**src/p2sm_pkg.sv**
```systemverilog
`default_nettype none
package p2sm_pkg;

   localparam int TIMEOUT_W   = 20;
   localparam int BYTE_W      = 8;
   localparam int FRAME_W     = 9;
   localparam int CSR_INDEX_W = 2;
   localparam int QUEUE_DEPTH = 2;
   localparam int QUEUE_AW    = (QUEUE_DEPTH > 1) ? $clog2(QUEUE_DEPTH) : 1;
   localparam int QUEUE_CW    = $clog2(QUEUE_DEPTH + 1);
   localparam int PKT_RESULTS = 5;
   localparam int IDX_W       = $clog2(PKT_RESULTS);

   localparam logic [TIMEOUT_W-1:0] IDLE_TIMEOUT_RST  = TIMEOUT_W'(1000000);
   localparam logic [TIMEOUT_W-1:0] RETRY_TIMEOUT_RST = TIMEOUT_W'(200000);
   localparam logic [BYTE_W-1:0]    SAMPLE_RATE_RST   = BYTE_W'(20);

   localparam logic [BYTE_W-1:0]  SELF_TEST_PASS = 8'hAA;
   localparam logic [BYTE_W-1:0]  MOUSE_ACK      = 8'hFA;
   localparam logic [FRAME_W-1:0] FRAME_SET_RATE = 9'h1F3;
   localparam logic [FRAME_W-1:0] FRAME_ENABLE   = 9'h0F4;
   localparam logic [FRAME_W-1:0] FRAME_RESET    = 9'h1FF;
   localparam logic [BYTE_W-1:0]  AXIS_MAX       = 8'h7F;
   localparam logic [BYTE_W-1:0]  AXIS_MIN       = 8'h80;

   typedef enum logic [CSR_INDEX_W-1:0] {
      CSR_IDLE_TIMEOUT  = 2'd0,
      CSR_RETRY_TIMEOUT = 2'd1,
      CSR_SAMPLE_RATE   = 2'd2
   } csr_index_type;

   typedef enum logic [0:0] {
      REQ_RX_BYTE = 1'b0,
      REQ_TICK    = 1'b1
   } req_cmd_type;

   typedef enum logic [0:0] {
      DEST_MOUSE = 1'b0,
      DEST_HOST  = 1'b1
   } dest_type;

   typedef enum logic [3:0] {
      PH_SELF_TEST = 4'd0,
      PH_ERROR     = 4'd1,
      PH_MOUSE_ID  = 4'd2,
      PH_ACK_SET   = 4'd3,
      PH_ACK_RATE  = 4'd4,
      PH_ACK_EN    = 4'd5,
      PH_BYTE1     = 4'd6,
      PH_BYTE2     = 4'd7,
      PH_BYTE3     = 4'd8
   } phase_type;

   typedef enum logic [0:0] {
      JOB_FRAME  = 1'b0,
      JOB_PACKET = 1'b1
   } job_kind_type;

   typedef struct packed {
      job_kind_type         kind;
      logic [FRAME_W-1:0]   frame;
      logic [BYTE_W-1:0]    btn;
      logic [BYTE_W-1:0]    dx;
      logic [BYTE_W-1:0]    dy;
      logic                 in_error;
   } job_type;

   function automatic logic [FRAME_W-1:0] odd_frame(input logic [BYTE_W-1:0] b);
      odd_frame = {~(^b), b};
   endfunction

   function automatic logic [BYTE_W-1:0] sat_axis(input logic ovf, input logic neg,
                                                  input logic [BYTE_W-1:0] mag);
      if (ovf) begin
         sat_axis = neg ? AXIS_MIN : AXIS_MAX;
      end else if (neg) begin
         sat_axis = mag[BYTE_W-1] ? mag : AXIS_MIN;
      end else begin
         sat_axis = mag[BYTE_W-1] ? AXIS_MAX : mag;
      end
   endfunction

endpackage
`default_nettype wire

```
**src/p2sm_front.sv**
```systemverilog
`default_nettype none
module p2sm_front (
   input  wire logic                            clock,
   input  wire logic                            reset,
   input  wire logic                            req_valid,
   input  wire logic                            req_cmd,
   input  wire logic [p2sm_pkg::BYTE_W-1:0]     req_rx_byte,
   input  wire logic                            queue_full,
   output logic                                 req_stall,
   output logic                                 push,
   output p2sm_pkg::job_type                    push_job,
   input  wire logic                            csr_wr_en,
   input  wire logic [p2sm_pkg::CSR_INDEX_W-1:0] csr_index,
   input  wire logic [p2sm_pkg::TIMEOUT_W-1:0]  csr_wdata
);
   import p2sm_pkg::*;

   logic [TIMEOUT_W-1:0] idle_timeout_ff, idle_timeout_in;
   logic [TIMEOUT_W-1:0] retry_timeout_ff, retry_timeout_in;
   logic [BYTE_W-1:0]    sample_rate_ff, sample_rate_in;
   phase_type            phase_ff, phase_in;
   logic [BYTE_W-1:0]    packet_first_ff, packet_first_in;
   logic [BYTE_W-1:0]    packet_second_ff, packet_second_in;
   logic [TIMEOUT_W-1:0] timeout_ff, timeout_in;
   logic                 accept;
   logic                 is_tick;
   logic                 is_ack;

   assign req_stall = queue_full;
   assign accept    = req_valid && !req_stall;
   assign is_tick   = (req_cmd == REQ_TICK);
   assign is_ack    = (req_rx_byte == MOUSE_ACK);

   always_comb begin
      idle_timeout_in  = idle_timeout_ff;
      retry_timeout_in = retry_timeout_ff;
      sample_rate_in   = sample_rate_ff;
      if (csr_wr_en) begin
         unique case (csr_index)
            CSR_IDLE_TIMEOUT:  idle_timeout_in  = csr_wdata;
            CSR_RETRY_TIMEOUT: retry_timeout_in = csr_wdata;
            CSR_SAMPLE_RATE:   sample_rate_in   = csr_wdata[BYTE_W-1:0];
            default: ;
         endcase
      end
   end

   // next state
   always_comb begin
      phase_in         = phase_ff;
      timeout_in       = timeout_ff;
      packet_first_in  = packet_first_ff;
      packet_second_in = packet_second_ff;
      if (accept) begin
         if (is_tick) begin
            if (timeout_ff == '0) begin
               timeout_in = retry_timeout_ff;
               phase_in   = PH_SELF_TEST;
            end else begin
               timeout_in = timeout_ff - TIMEOUT_W'(1);
            end
         end else begin
            timeout_in = idle_timeout_ff;
            unique case (phase_ff)
               PH_MOUSE_ID: phase_in = PH_ACK_SET;
               PH_ACK_SET:  phase_in = is_ack ? PH_ACK_RATE : PH_ERROR;
               PH_ACK_RATE: phase_in = is_ack ? PH_ACK_EN : PH_ERROR;
               PH_ACK_EN:   phase_in = is_ack ? PH_BYTE1 : PH_ERROR;
               PH_BYTE1: begin
                  packet_first_in = req_rx_byte;
                  phase_in        = PH_BYTE2;
               end
               PH_BYTE2: begin
                  packet_second_in = req_rx_byte;
                  phase_in         = PH_BYTE3;
               end
               PH_BYTE3:    phase_in = PH_BYTE1;
               default:     phase_in = (req_rx_byte == SELF_TEST_PASS) ? PH_MOUSE_ID : PH_ERROR;
            endcase
         end
      end
   end

   // outputs
   always_comb begin
      push              = 1'b0;
      push_job.kind     = JOB_FRAME;
      push_job.frame    = FRAME_RESET;
      push_job.btn      = {1'b1, 4'b0000,
                           ~{packet_first_ff[0], packet_first_ff[2], packet_first_ff[1]}};
      push_job.dx       = sat_axis(packet_first_ff[6], packet_first_ff[4], packet_second_ff);
      push_job.dy       = sat_axis(packet_first_ff[7], packet_first_ff[5], req_rx_byte);
      push_job.in_error = (phase_in == PH_ERROR);
      if (accept) begin
         if (is_tick) begin
            push = (timeout_ff == '0);
         end else begin
            unique case (phase_ff)
               PH_MOUSE_ID: begin
                  push           = 1'b1;
                  push_job.frame = FRAME_SET_RATE;
               end
               PH_ACK_SET: begin
                  push           = is_ack;
                  push_job.frame = odd_frame(sample_rate_ff);
               end
               PH_ACK_RATE: begin
                  push           = is_ack;
                  push_job.frame = FRAME_ENABLE;
               end
               PH_BYTE3: begin
                  push          = 1'b1;
                  push_job.kind = JOB_PACKET;
               end
               default: ;
            endcase
         end
      end
   end

   always_ff @(posedge clock) begin
      if (reset) begin
         idle_timeout_ff  <= IDLE_TIMEOUT_RST;
         retry_timeout_ff <= RETRY_TIMEOUT_RST;
         sample_rate_ff   <= SAMPLE_RATE_RST;
         phase_ff         <= PH_SELF_TEST;
         packet_first_ff  <= '0;
         packet_second_ff <= '0;
         timeout_ff       <= IDLE_TIMEOUT_RST;
      end else begin
         idle_timeout_ff  <= idle_timeout_in;
         retry_timeout_ff <= retry_timeout_in;
         sample_rate_ff   <= sample_rate_in;
         phase_ff         <= phase_in;
         packet_first_ff  <= packet_first_in;
         packet_second_ff <= packet_second_in;
         timeout_ff       <= timeout_in;
      end
   end

endmodule
`default_nettype wire

```
**src/p2sm_queue.sv**
```systemverilog
`default_nettype none
module p2sm_queue (
   input  wire logic          clock,
   input  wire logic          reset,
   input  wire logic          push,
   input  wire p2sm_pkg::job_type push_job,
   input  wire logic          pop,
   output p2sm_pkg::job_type  head_job,
   output logic               full,
   output logic               empty
);
   import p2sm_pkg::*;

   job_type               entry_ff [QUEUE_DEPTH];
   logic [QUEUE_AW-1:0]   wr_ptr_ff, wr_ptr_in;
   logic [QUEUE_AW-1:0]   rd_ptr_ff, rd_ptr_in;
   logic [QUEUE_CW-1:0]   count_ff, count_in;
   logic                  do_push;
   logic                  do_pop;

   assign full     = (count_ff == QUEUE_CW'(QUEUE_DEPTH));
   assign empty    = (count_ff == '0);
   assign do_push  = push && !full;
   assign do_pop   = pop && !empty;
   assign head_job = entry_ff[rd_ptr_ff];

   always_comb begin
      wr_ptr_in = wr_ptr_ff;
      rd_ptr_in = rd_ptr_ff;
      count_in  = count_ff;
      if (do_push) begin
         wr_ptr_in = (wr_ptr_ff == QUEUE_AW'(QUEUE_DEPTH - 1)) ? '0 : wr_ptr_ff + QUEUE_AW'(1);
      end
      if (do_pop) begin
         rd_ptr_in = (rd_ptr_ff == QUEUE_AW'(QUEUE_DEPTH - 1)) ? '0 : rd_ptr_ff + QUEUE_AW'(1);
      end
      if (do_push && !do_pop) begin
         count_in = count_ff + QUEUE_CW'(1);
      end else if (do_pop && !do_push) begin
         count_in = count_ff - QUEUE_CW'(1);
      end
   end

   always_ff @(posedge clock) begin
      if (do_push) begin
         entry_ff[wr_ptr_ff] <= push_job;
      end
   end

   always_ff @(posedge clock) begin
      if (reset) begin
         wr_ptr_ff <= '0;
         rd_ptr_ff <= '0;
         count_ff  <= '0;
      end else begin
         wr_ptr_ff <= wr_ptr_in;
         rd_ptr_ff <= rd_ptr_in;
         count_ff  <= count_in;
      end
   end

endmodule
`default_nettype wire

```
**src/p2sm_back.sv**
```systemverilog
`default_nettype none
module p2sm_back (
   input  wire logic                          clock,
   input  wire logic                          reset,
   input  wire logic                          queue_empty,
   input  wire p2sm_pkg::job_type             head_job,
   output logic                               pop,
   output logic                               rsp_valid,
   input  wire logic                          rsp_stall,
   output logic                               rsp_dest,
   output logic [p2sm_pkg::FRAME_W-1:0]       rsp_value,
   output logic                               rsp_last,
   output logic                               rsp_in_error
);
   import p2sm_pkg::*;

   job_type             job_ff, job_in;
   logic                job_valid_ff, job_valid_in;
   logic [IDX_W-1:0]    idx_ff, idx_in;
   logic                rsp_valid_ff, rsp_valid_in;
   dest_type            dest_ff, dest_in;
   logic [FRAME_W-1:0]  value_ff, value_in;
   logic                last_ff, last_in;
   logic                err_ff, err_in;
   logic                out_free;
   logic                emit;
   logic                item_last;
   logic                done;
   logic [BYTE_W-1:0]   pkt_byte;

   assign out_free  = !rsp_valid_ff || !rsp_stall;
   assign emit      = job_valid_ff && out_free;
   assign item_last = (job_ff.kind == JOB_FRAME) || (idx_ff == IDX_W'(PKT_RESULTS - 1));
   assign done      = emit && item_last;
   assign pop       = !queue_empty && (!job_valid_ff || done);

   always_comb begin
      unique case (idx_ff)
         IDX_W'(0): pkt_byte = job_ff.btn;
         IDX_W'(1): pkt_byte = job_ff.dx;
         IDX_W'(2): pkt_byte = job_ff.dy;
         default:   pkt_byte = '0;
      endcase
   end

   always_comb begin
      job_in       = pop ? head_job : job_ff;
      job_valid_in = pop ? 1'b1 : (done ? 1'b0 : job_valid_ff);
      idx_in       = (pop || done) ? '0 : (emit ? idx_ff + IDX_W'(1) : idx_ff);
      rsp_valid_in = emit ? 1'b1 : (out_free ? 1'b0 : rsp_valid_ff);
      dest_in      = dest_ff;
      value_in     = value_ff;
      last_in      = last_ff;
      err_in       = err_ff;
      if (emit) begin
         if (job_ff.kind == JOB_FRAME) begin
            dest_in  = DEST_MOUSE;
            value_in = job_ff.frame;
         end else begin
            dest_in  = DEST_HOST;
            value_in = {1'b0, pkt_byte};
         end
         last_in = item_last;
         err_in  = job_ff.in_error;
      end
   end

   always_ff @(posedge clock) begin
      job_ff   <= job_in;
      dest_ff  <= dest_in;
      value_ff <= value_in;
      last_ff  <= last_in;
      err_ff   <= err_in;
   end

   always_ff @(posedge clock) begin
      if (reset) begin
         job_valid_ff <= 1'b0;
         idx_ff       <= '0;
         rsp_valid_ff <= 1'b0;
      end else begin
         job_valid_ff <= job_valid_in;
         idx_ff       <= idx_in;
         rsp_valid_ff <= rsp_valid_in;
      end
   end

   assign rsp_valid    = rsp_valid_ff;
   assign rsp_dest     = dest_ff;
   assign rsp_value    = value_ff;
   assign rsp_last     = last_ff;
   assign rsp_in_error = err_ff;

endmodule
`default_nettype wire

```
**src/ps2_mouse_to_serial_mouse_bridge.sv**
```systemverilog
`default_nettype none
// PS/2 mouse to five-byte serial mouse bridge. Each request transaction is a
// received mouse byte or one timeout tick. The front end accepts one request
// per cycle, runs bring-up (self-test pass, set-sample-rate, rate, enable,
// each acknowledgement checked), gathers three-byte packets and tracks the
// timeout; it hands work to the back end through a two-entry queue and stalls
// only while that queue is full. The back end sends one response transaction
// per cycle from its output register while rsp_stall is low: one for a frame
// to the mouse, five for a completed packet (buttons, dx, dy, 0, 0). Sustained
// throughput is therefore set by the single response port. Write csr registers
// only while the bridge is idle.
module ps2_mouse_to_serial_mouse_bridge (
   input  wire logic                             clock,
   input  wire logic                             reset,
   input  wire logic                             req_valid,
   output logic                                  req_stall,
   input  wire logic                             req_cmd,
   input  wire logic [p2sm_pkg::BYTE_W-1:0]      req_rx_byte,
   output logic                                  rsp_valid,
   input  wire logic                             rsp_stall,
   output logic                                  rsp_dest,
   output logic [p2sm_pkg::FRAME_W-1:0]          rsp_value,
   output logic                                  rsp_last,
   output logic                                  rsp_in_error,
   input  wire logic                             csr_wr_en,
   input  wire logic [p2sm_pkg::CSR_INDEX_W-1:0] csr_index,
   input  wire logic [p2sm_pkg::TIMEOUT_W-1:0]   csr_wdata
);
   import p2sm_pkg::*;

   logic    push;
   job_type push_job;
   logic    pop;
   job_type head_job;
   logic    queue_full;
   logic    queue_empty;

   p2sm_front u_front (
      .clock       (clock),
      .reset       (reset),
      .req_valid   (req_valid),
      .req_cmd     (req_cmd),
      .req_rx_byte (req_rx_byte),
      .queue_full  (queue_full),
      .req_stall   (req_stall),
      .push        (push),
      .push_job    (push_job),
      .csr_wr_en   (csr_wr_en),
      .csr_index   (csr_index),
      .csr_wdata   (csr_wdata)
   );

   p2sm_queue u_queue (
      .clock    (clock),
      .reset    (reset),
      .push     (push),
      .push_job (push_job),
      .pop      (pop),
      .head_job (head_job),
      .full     (queue_full),
      .empty    (queue_empty)
   );

   p2sm_back u_back (
      .clock        (clock),
      .reset        (reset),
      .queue_empty  (queue_empty),
      .head_job     (head_job),
      .pop          (pop),
      .rsp_valid    (rsp_valid),
      .rsp_stall    (rsp_stall),
      .rsp_dest     (rsp_dest),
      .rsp_value    (rsp_value),
      .rsp_last     (rsp_last),
      .rsp_in_error (rsp_in_error)
   );

endmodule
`default_nettype wire
```
**config.mk**
```make
export PLATFORM = sky130hd
export DESIGN_NAME = ps2_mouse_to_serial_mouse_bridge
export DESIGN_NICKNAME = d
export VERILOG_FILES = /design/src/p2sm_pkg.sv /design/src/p2sm_front.sv /design/src/p2sm_queue.sv /design/src/p2sm_back.sv /design/src/ps2_mouse_to_serial_mouse_bridge.sv
export SDC_FILE = /design/constraint.sdc
export NUM_CORES = 1
export LEC_CHECK = 0
export BUFFER_PORTS_ARGS = -buffer_cell sky130_fd_sc_hd__buf_2
export CORE_MARGIN = 8
export CORE_UTILIZATION = 60
export DETAILED_ROUTE_END_ITERATION = 8
export MAX_ROUTING_LAYER = met4
export PLACE_DENSITY = 0.9
export SKIP_LAST_GASP = 1
export SYNTH_ARGS = -nofsm -noshare
export SYNTH_HDL_FRONTEND = slang
export SYNTH_SLANG_ARGS = --single-unit
export TNS_END_PERCENT = 10
```
**constraint.sdc**
```tcl
create_clock -name clock -period 7.12 [get_ports clock]
set_clock_uncertainty 0.1 [all_clocks]
set_input_delay 0.712 -clock clock [delete_from_list [all_inputs] [get_ports clock]]
set_output_delay 0.712 -clock clock [all_outputs]
set_load 0.01 [all_outputs]
```
* Yosys cells after proc, flatten, opt, wreduce, memory -nomap -nowiden
Memory sizes are Yosys's and may differ from the RTL's. A register that Yosys moved wholly into a read port is not among the register bits. Cells that the tools add are included.
Word-level totals: output and inout bits 14, memories kept 1, word-level logic and storage cells 121, register bits after elaboration 117, RAM bits 60
Memories:
- u_queue.entry_ff | words 2, width 30, rd ports 1, clocked after memory_dff 1, wr ports 1, RTL line p2sm_queue.sv:14 | job_type entry_ff [QUEUE_DEPTH];
Operators by class: mux-type cells 40, bitwise logic cells 4, equality and inequality tests 16, reductions and logical operators 35, $add $sub $neg 6
Operators with widths (count):
- $mux 8 | 7
- $mux 20 | 2
- $mux 7 | 4
- $pmux 4 s7 | 1
- $pmux 9 s3 | 1
- $pmux 8 s3 | 1
- $logic_not 20->1 | 1
- $mux 10 | 2
- $sub 20x1->20 const B | 1
- $eq 4x3->1 const B | 4
- $eq 8x8->1 const B | 2
- $mux 1 | 12
- $mux 4 | 3
- $mux 3 | 3
- $eq 4x2->1 const B | 2
- $logic_and 1x1->1 | 8
- $reduce_xor 8->1 | 1
- $logic_not 1->1 | 7
- $mux 2 | 3
- $reduce_and 2->1 | 3
- $reduce_and 3->1 | 2
- $reduce_bool 2->1 | 3
- $reduce_or 2->1 | 3
- $eq 2x2->1 const B | 2
- other kinds (16) | 23

* Logic depth before layout (Yosys ltp)
depth after elaboration 10, mapped depth 11, gate-level depth less buffers 10

* Modules after synthesis
From an unflattened synthesis, not the netlist that was laid out.
Unflattened totals: cells, all modules 792, area total of the unflattened synthesis 8949.8 µm²
Modules (own cells, without submodules):
- p2sm_front | times used 1, cells an instance 549, area an instance 4300.4 µm²
- p2sm_queue | times used 1, cells an instance 134, area an instance 2738.9 µm²
- p2sm_back | times used 1, cells an instance 109, area an instance 1910.6 µm²

* Least setup slack after synthesis
OpenSTA, ideal clock, no wires.
kind reg-to-reg, start point register u_front.timeout_ff[0], end point memory u_queue.entry_ff[0][0] in the netlist's numbering, enable pin, setup time 0.385 ns, path slack 3.788 ns, arrival 2.847 ns, clock period less this slack 3.332 ns, stages on the path, launching flop included 9, cells stage by stage dfxtp_1 > inv_1 > ha_1 > or4b_1 > clkbuf_1 > or3_4 > o31a_4 > or3_1 > inv_1
On the way: cells in the longest elaborated chain, start to end 6
Ends and longest elaborated chain:
- start, declared | RTL line p2sm_front.sv:24 | logic [TIMEOUT_W-1:0] timeout_ff, timeout_in;
- start signal, assigned | RTL line p2sm_front.sv:137 | timeout_ff <= timeout_in;
- $logic_not 20->1 | RTL line p2sm_front.sv:96 | push = (timeout_ff == '0);
- $mux 1 | RTL line p2sm_front.sv:95 | if (is_tick) begin
- $mux 1 | RTL line p2sm_front.sv:94 | if (accept) begin
- $logic_and 1x1->1 | RTL line p2sm_queue.sv:23 | assign do_push = push && !full;
- $mux 1 | RTL line p2sm_queue.sv:45 | if (do_push) begin
- $mux 1 (implied by the code) | RTL line p2sm_queue.sv:46 | entry_ff[wr_ptr_ff] <= push_job;
- end, declared | RTL line p2sm_queue.sv:14
Every way passes these cells.

* Final worst setup path
start point register u_front.timeout_ff[0], end point memory u_queue.entry_ff[0][6] in the netlist's numbering, enable pin
The elaborated chain is that of the path after synthesis.

==> reports/metrics.cfg <==
[detailed_routing]
drt_iter0_drc = 552
routedWlPerCell_um = 18.0
num_vias = 5895
ant_nets = 0
drt_wl_total_mm = 17.7
avgViaCountPerCell = 6.00
drt_first_pass_iters = 5
drc = 0

[floorplan]
die_y_um = 134
die_w_um = 134
io_pins = 50
std_cell_rows = 43
coreArea_um2 = 13800
die-area_um2 = 18000
start_util = 0.609

[global_routing]
grt-busiest-layer = met2
use_met3 = 0.0490
use_met1 = 0.245
gr-usage-met2 = 0.330
gr-total-overflow = 0
grt.total_usage = 0.206
antenna_found_initial = 0
grt_max_degree = 99
grt_pass1_wl_mm = 28.5
first_global_vias = 5687

[synthesis]
synth_nets = 799
synth_area_per_cell_um2 = 11.1
synth_most_common_cell = edfxtp_1
yosysSeqAreaShare = 0.595
yosys.area.top_type = edfxtp_1
synth_area_um2 = 8380
synth_edf_count = 102
ys_warn_count = 0
synth_common_cells = 102 x edfxtp_1, 96 x dfxtp_1, 91 x nand2_1
ys_seq_elements = 198
async_flop_share = 0
synth.area.top_cells = edfxtp_1 37%, dfxtp_1 23%, mux2_2 4.2%, nand2_1 4.1%, a21oi_1 3.3%
synth_cells = 757
netlist.area_leader.share = 0.365
synth_ff_type = edfxtp_1
yosysUniqueCellTypes = 61

[cts]
cts_buffers = 17
ctsLongestPathBuffers = 2
cts.sinks = 198
holdBufCountCts = 0
post_cts_buffers = 0
cts_root_buf = clkbuf_16
cts.clk_slew.worst_paths_ns = 0.07
htree_levels = 4
clock_latency_ns = 0.43
ctsResizeCount = 0
cts_tree = built

[finish]
fillers = 1009
stdcell_count = 983
area_growth_pct = 11.4
nNetsFinal = 832
multi_input_area_um2 = 3170
drive_above_1_share = 0.163
antenna_cells = 0
regArea_um2 = 4980

[placement]
hpwl_mm = 11.8
portBuffers = 49
dpl.cell_count = 951
gp_congestion = 0.920

[critical_path]
cp_data_arrival_time_ns = 3.80
r2r_slack_ns = 3.27
reg2reg_depth = 7
r2r_start = u_front.timeout_ff[0]$_SDFFE_PP0P_
worst_ep_required_time_ns = 7.07
cp-start-kind = flop
crit_type = reg -> reg
worstPathMaxFanout = 30
critPathCaptureType = flop
r2r-end = u_queue.entry_ff[0][6]$_DFFE_PP_

[run]
maxCapViolCount = 0

[timing]
setup-tns-final_ns = 0
period_needed_ns = 3.85
clock.fmax_mhz = 260
finalSetupViolCount = 0
report.final.slew_viol_count = 0
fin_crit_sh = 0.541
hold_violations = 0
rsz0062_at_grt = false
slew_headroom = 0.200
tightest_slew_ns = 1.20

[run_status]
status = finished clean

[hold_path]
hold_path_class = reg -> reg
min_path_cells = 0
holdPathEnd = u_back.rsp_in_error$_DFFE_PP_
min_from = u_back.job_ff[0]$_DFFE_PP_

[pwr]
p_per_area_nw_per_um2 = 308
p_sw_mw = 0.802
ir_drop_uv = 193
combPwrFrac = 0.172
p_sw_frac = 0.279
power.internal_mw = 2.08
p_clk_frac = 0.328
p_leak_nw = 3.42
seqPwrFrac = 0.499

[layout by cell type (no fill, tap or decap), types with 11 or more instances in the layout]
cell type  instances
a21o_1            16
a21oi_1           56
a22oi_1           11
buf_2             49
clkbuf_16         18
dfxtp_1           96
edfxtp_1         102
inv_1             22
mux2_2            31
mux2i_1           23
nand2_1           91
nand3b_1          16
nor2_1            62
nor3_1            18
o21ai_0           22
xnor2_1           12
[layout make-up]
| class | instances | area share |
|---|---|---|
| Tap cell | 180 | 0.0241 |
| Multi-Input combinational cell | 496 | 0.339 |
| Clock buffer | 18 | 0.0482 |
| Inverter | 22 | 0.00884 |
| Timing Repair Buffer | 55 | 0.0311 |
| Sequential cell | 198 | 0.534 |
| Clock inverter | 14 | 0.0147 |
[state kept, by name (all words and copies together), names as in the netlist, 4 cells and up]
name and count:
u_front.idle_timeout_ff 20, u_queue.entry_ff 60, u_back.rsp_value 9, u_front.sample_rate_ff 8, u_front.packet_first_ff 7, u_back.job_ff 30, u_front.phase_ff 4, u_front.timeout_ff 20
u_front.retry_timeout_ff 20, u_front.packet_second_ff 8
[worst max-delay path, stage by stage (launching register included)]
cell,delay (ns)
dfxtp_1,0.34
inv_1,0.08
ha_1,0.25
or4b_1,0.58
or3_4,0.46
o31a_4,0.40
or3_1,0.39
inv_1,0.85
[cells by family after synthesis]
group / share of synthesized area
and+or+nand+nor: 0.145
adders and majority gates: 0.00896
xor gates and xnor gates: 0.0219
AOI/OAI and AO/OA: 0.132
DFF: 0.595
buffers and inverters: 0.0284
muxes: 0.0691
[how the worst max path moves through the flow]
stage / start / endpoint / slack (ns) / cells after the start
final: u_front.timeout_ff[0]$_SDFFE_PP0P_ / u_queue.entry_ff[0][6]$_DFFE_PP_ / 3.27 / 7
after global placement: u_front.timeout_ff[0]$_SDFFE_PP0P_ / u_queue.entry_ff[0][18]$_DFFE_PP_ / 3.42 / 7
after floorplan: u_front.timeout_ff[0]$_SDFFE_PP0P_ / u_queue.entry_ff[0][0]$_DFFE_PP_ / 3.79 / 8
after detailed placement: u_front.timeout_ff[0]$_SDFFE_PP0P_ / u_queue.entry_ff[0][17]$_DFFE_PP_ / 3.34 / 7
after global routing: u_front.timeout_ff[0]$_SDFFE_PP0P_ / u_queue.entry_ff[0][1]$_DFFE_PP_ / 3.08 / 7
after CTS: u_front.timeout_ff[0]$_SDFFE_PP0P_ / u_queue.entry_ff[0][1]$_DFFE_PP_ / 3.29 / 7
[stage by stage]
stage          worst slack, ns  cell area [um2]  hold slack, ns  utilization  total power, mW
2_1_floorplan             3.79             8380           0.300            -             1.81
3_3_place_gp              3.42             8750           0.321        0.636             1.93
3_5_place_dp              3.34             8750           0.336        0.636             1.95
4_1_cts                   3.29             9340           0.352        0.678             2.89
5_1_grt                   3.08             9340           0.361        0.678             3.00
6_report                  3.27             9340           0.350        0.678             2.88
[power groups by stage]
| stage | combinational [mW] | sequential, mW | clock (mW) |
|---|---|---|---|
| finish | 0.497 | 1.44 | 0.945 |
| global route | 0.543 | 1.45 | 1.00 |
| CTS | 0.497 | 1.44 | 0.952 |
| detailed placement | 0.490 | 1.46 | 0 |
| global placement | 0.476 | 1.45 | 0 |
| floorplan | 0.358 | 1.45 | 0 |
[layer usage]
layer,up-vias,share of wire,wire length [um]
li1,2825,-,-
met1,2811,0.42,7480
met2,220,0.50,8780
met3,39,0.057,1000
met4,0,0.024,420
met5,-,0,0
Power figures use the tool's default switching activity.
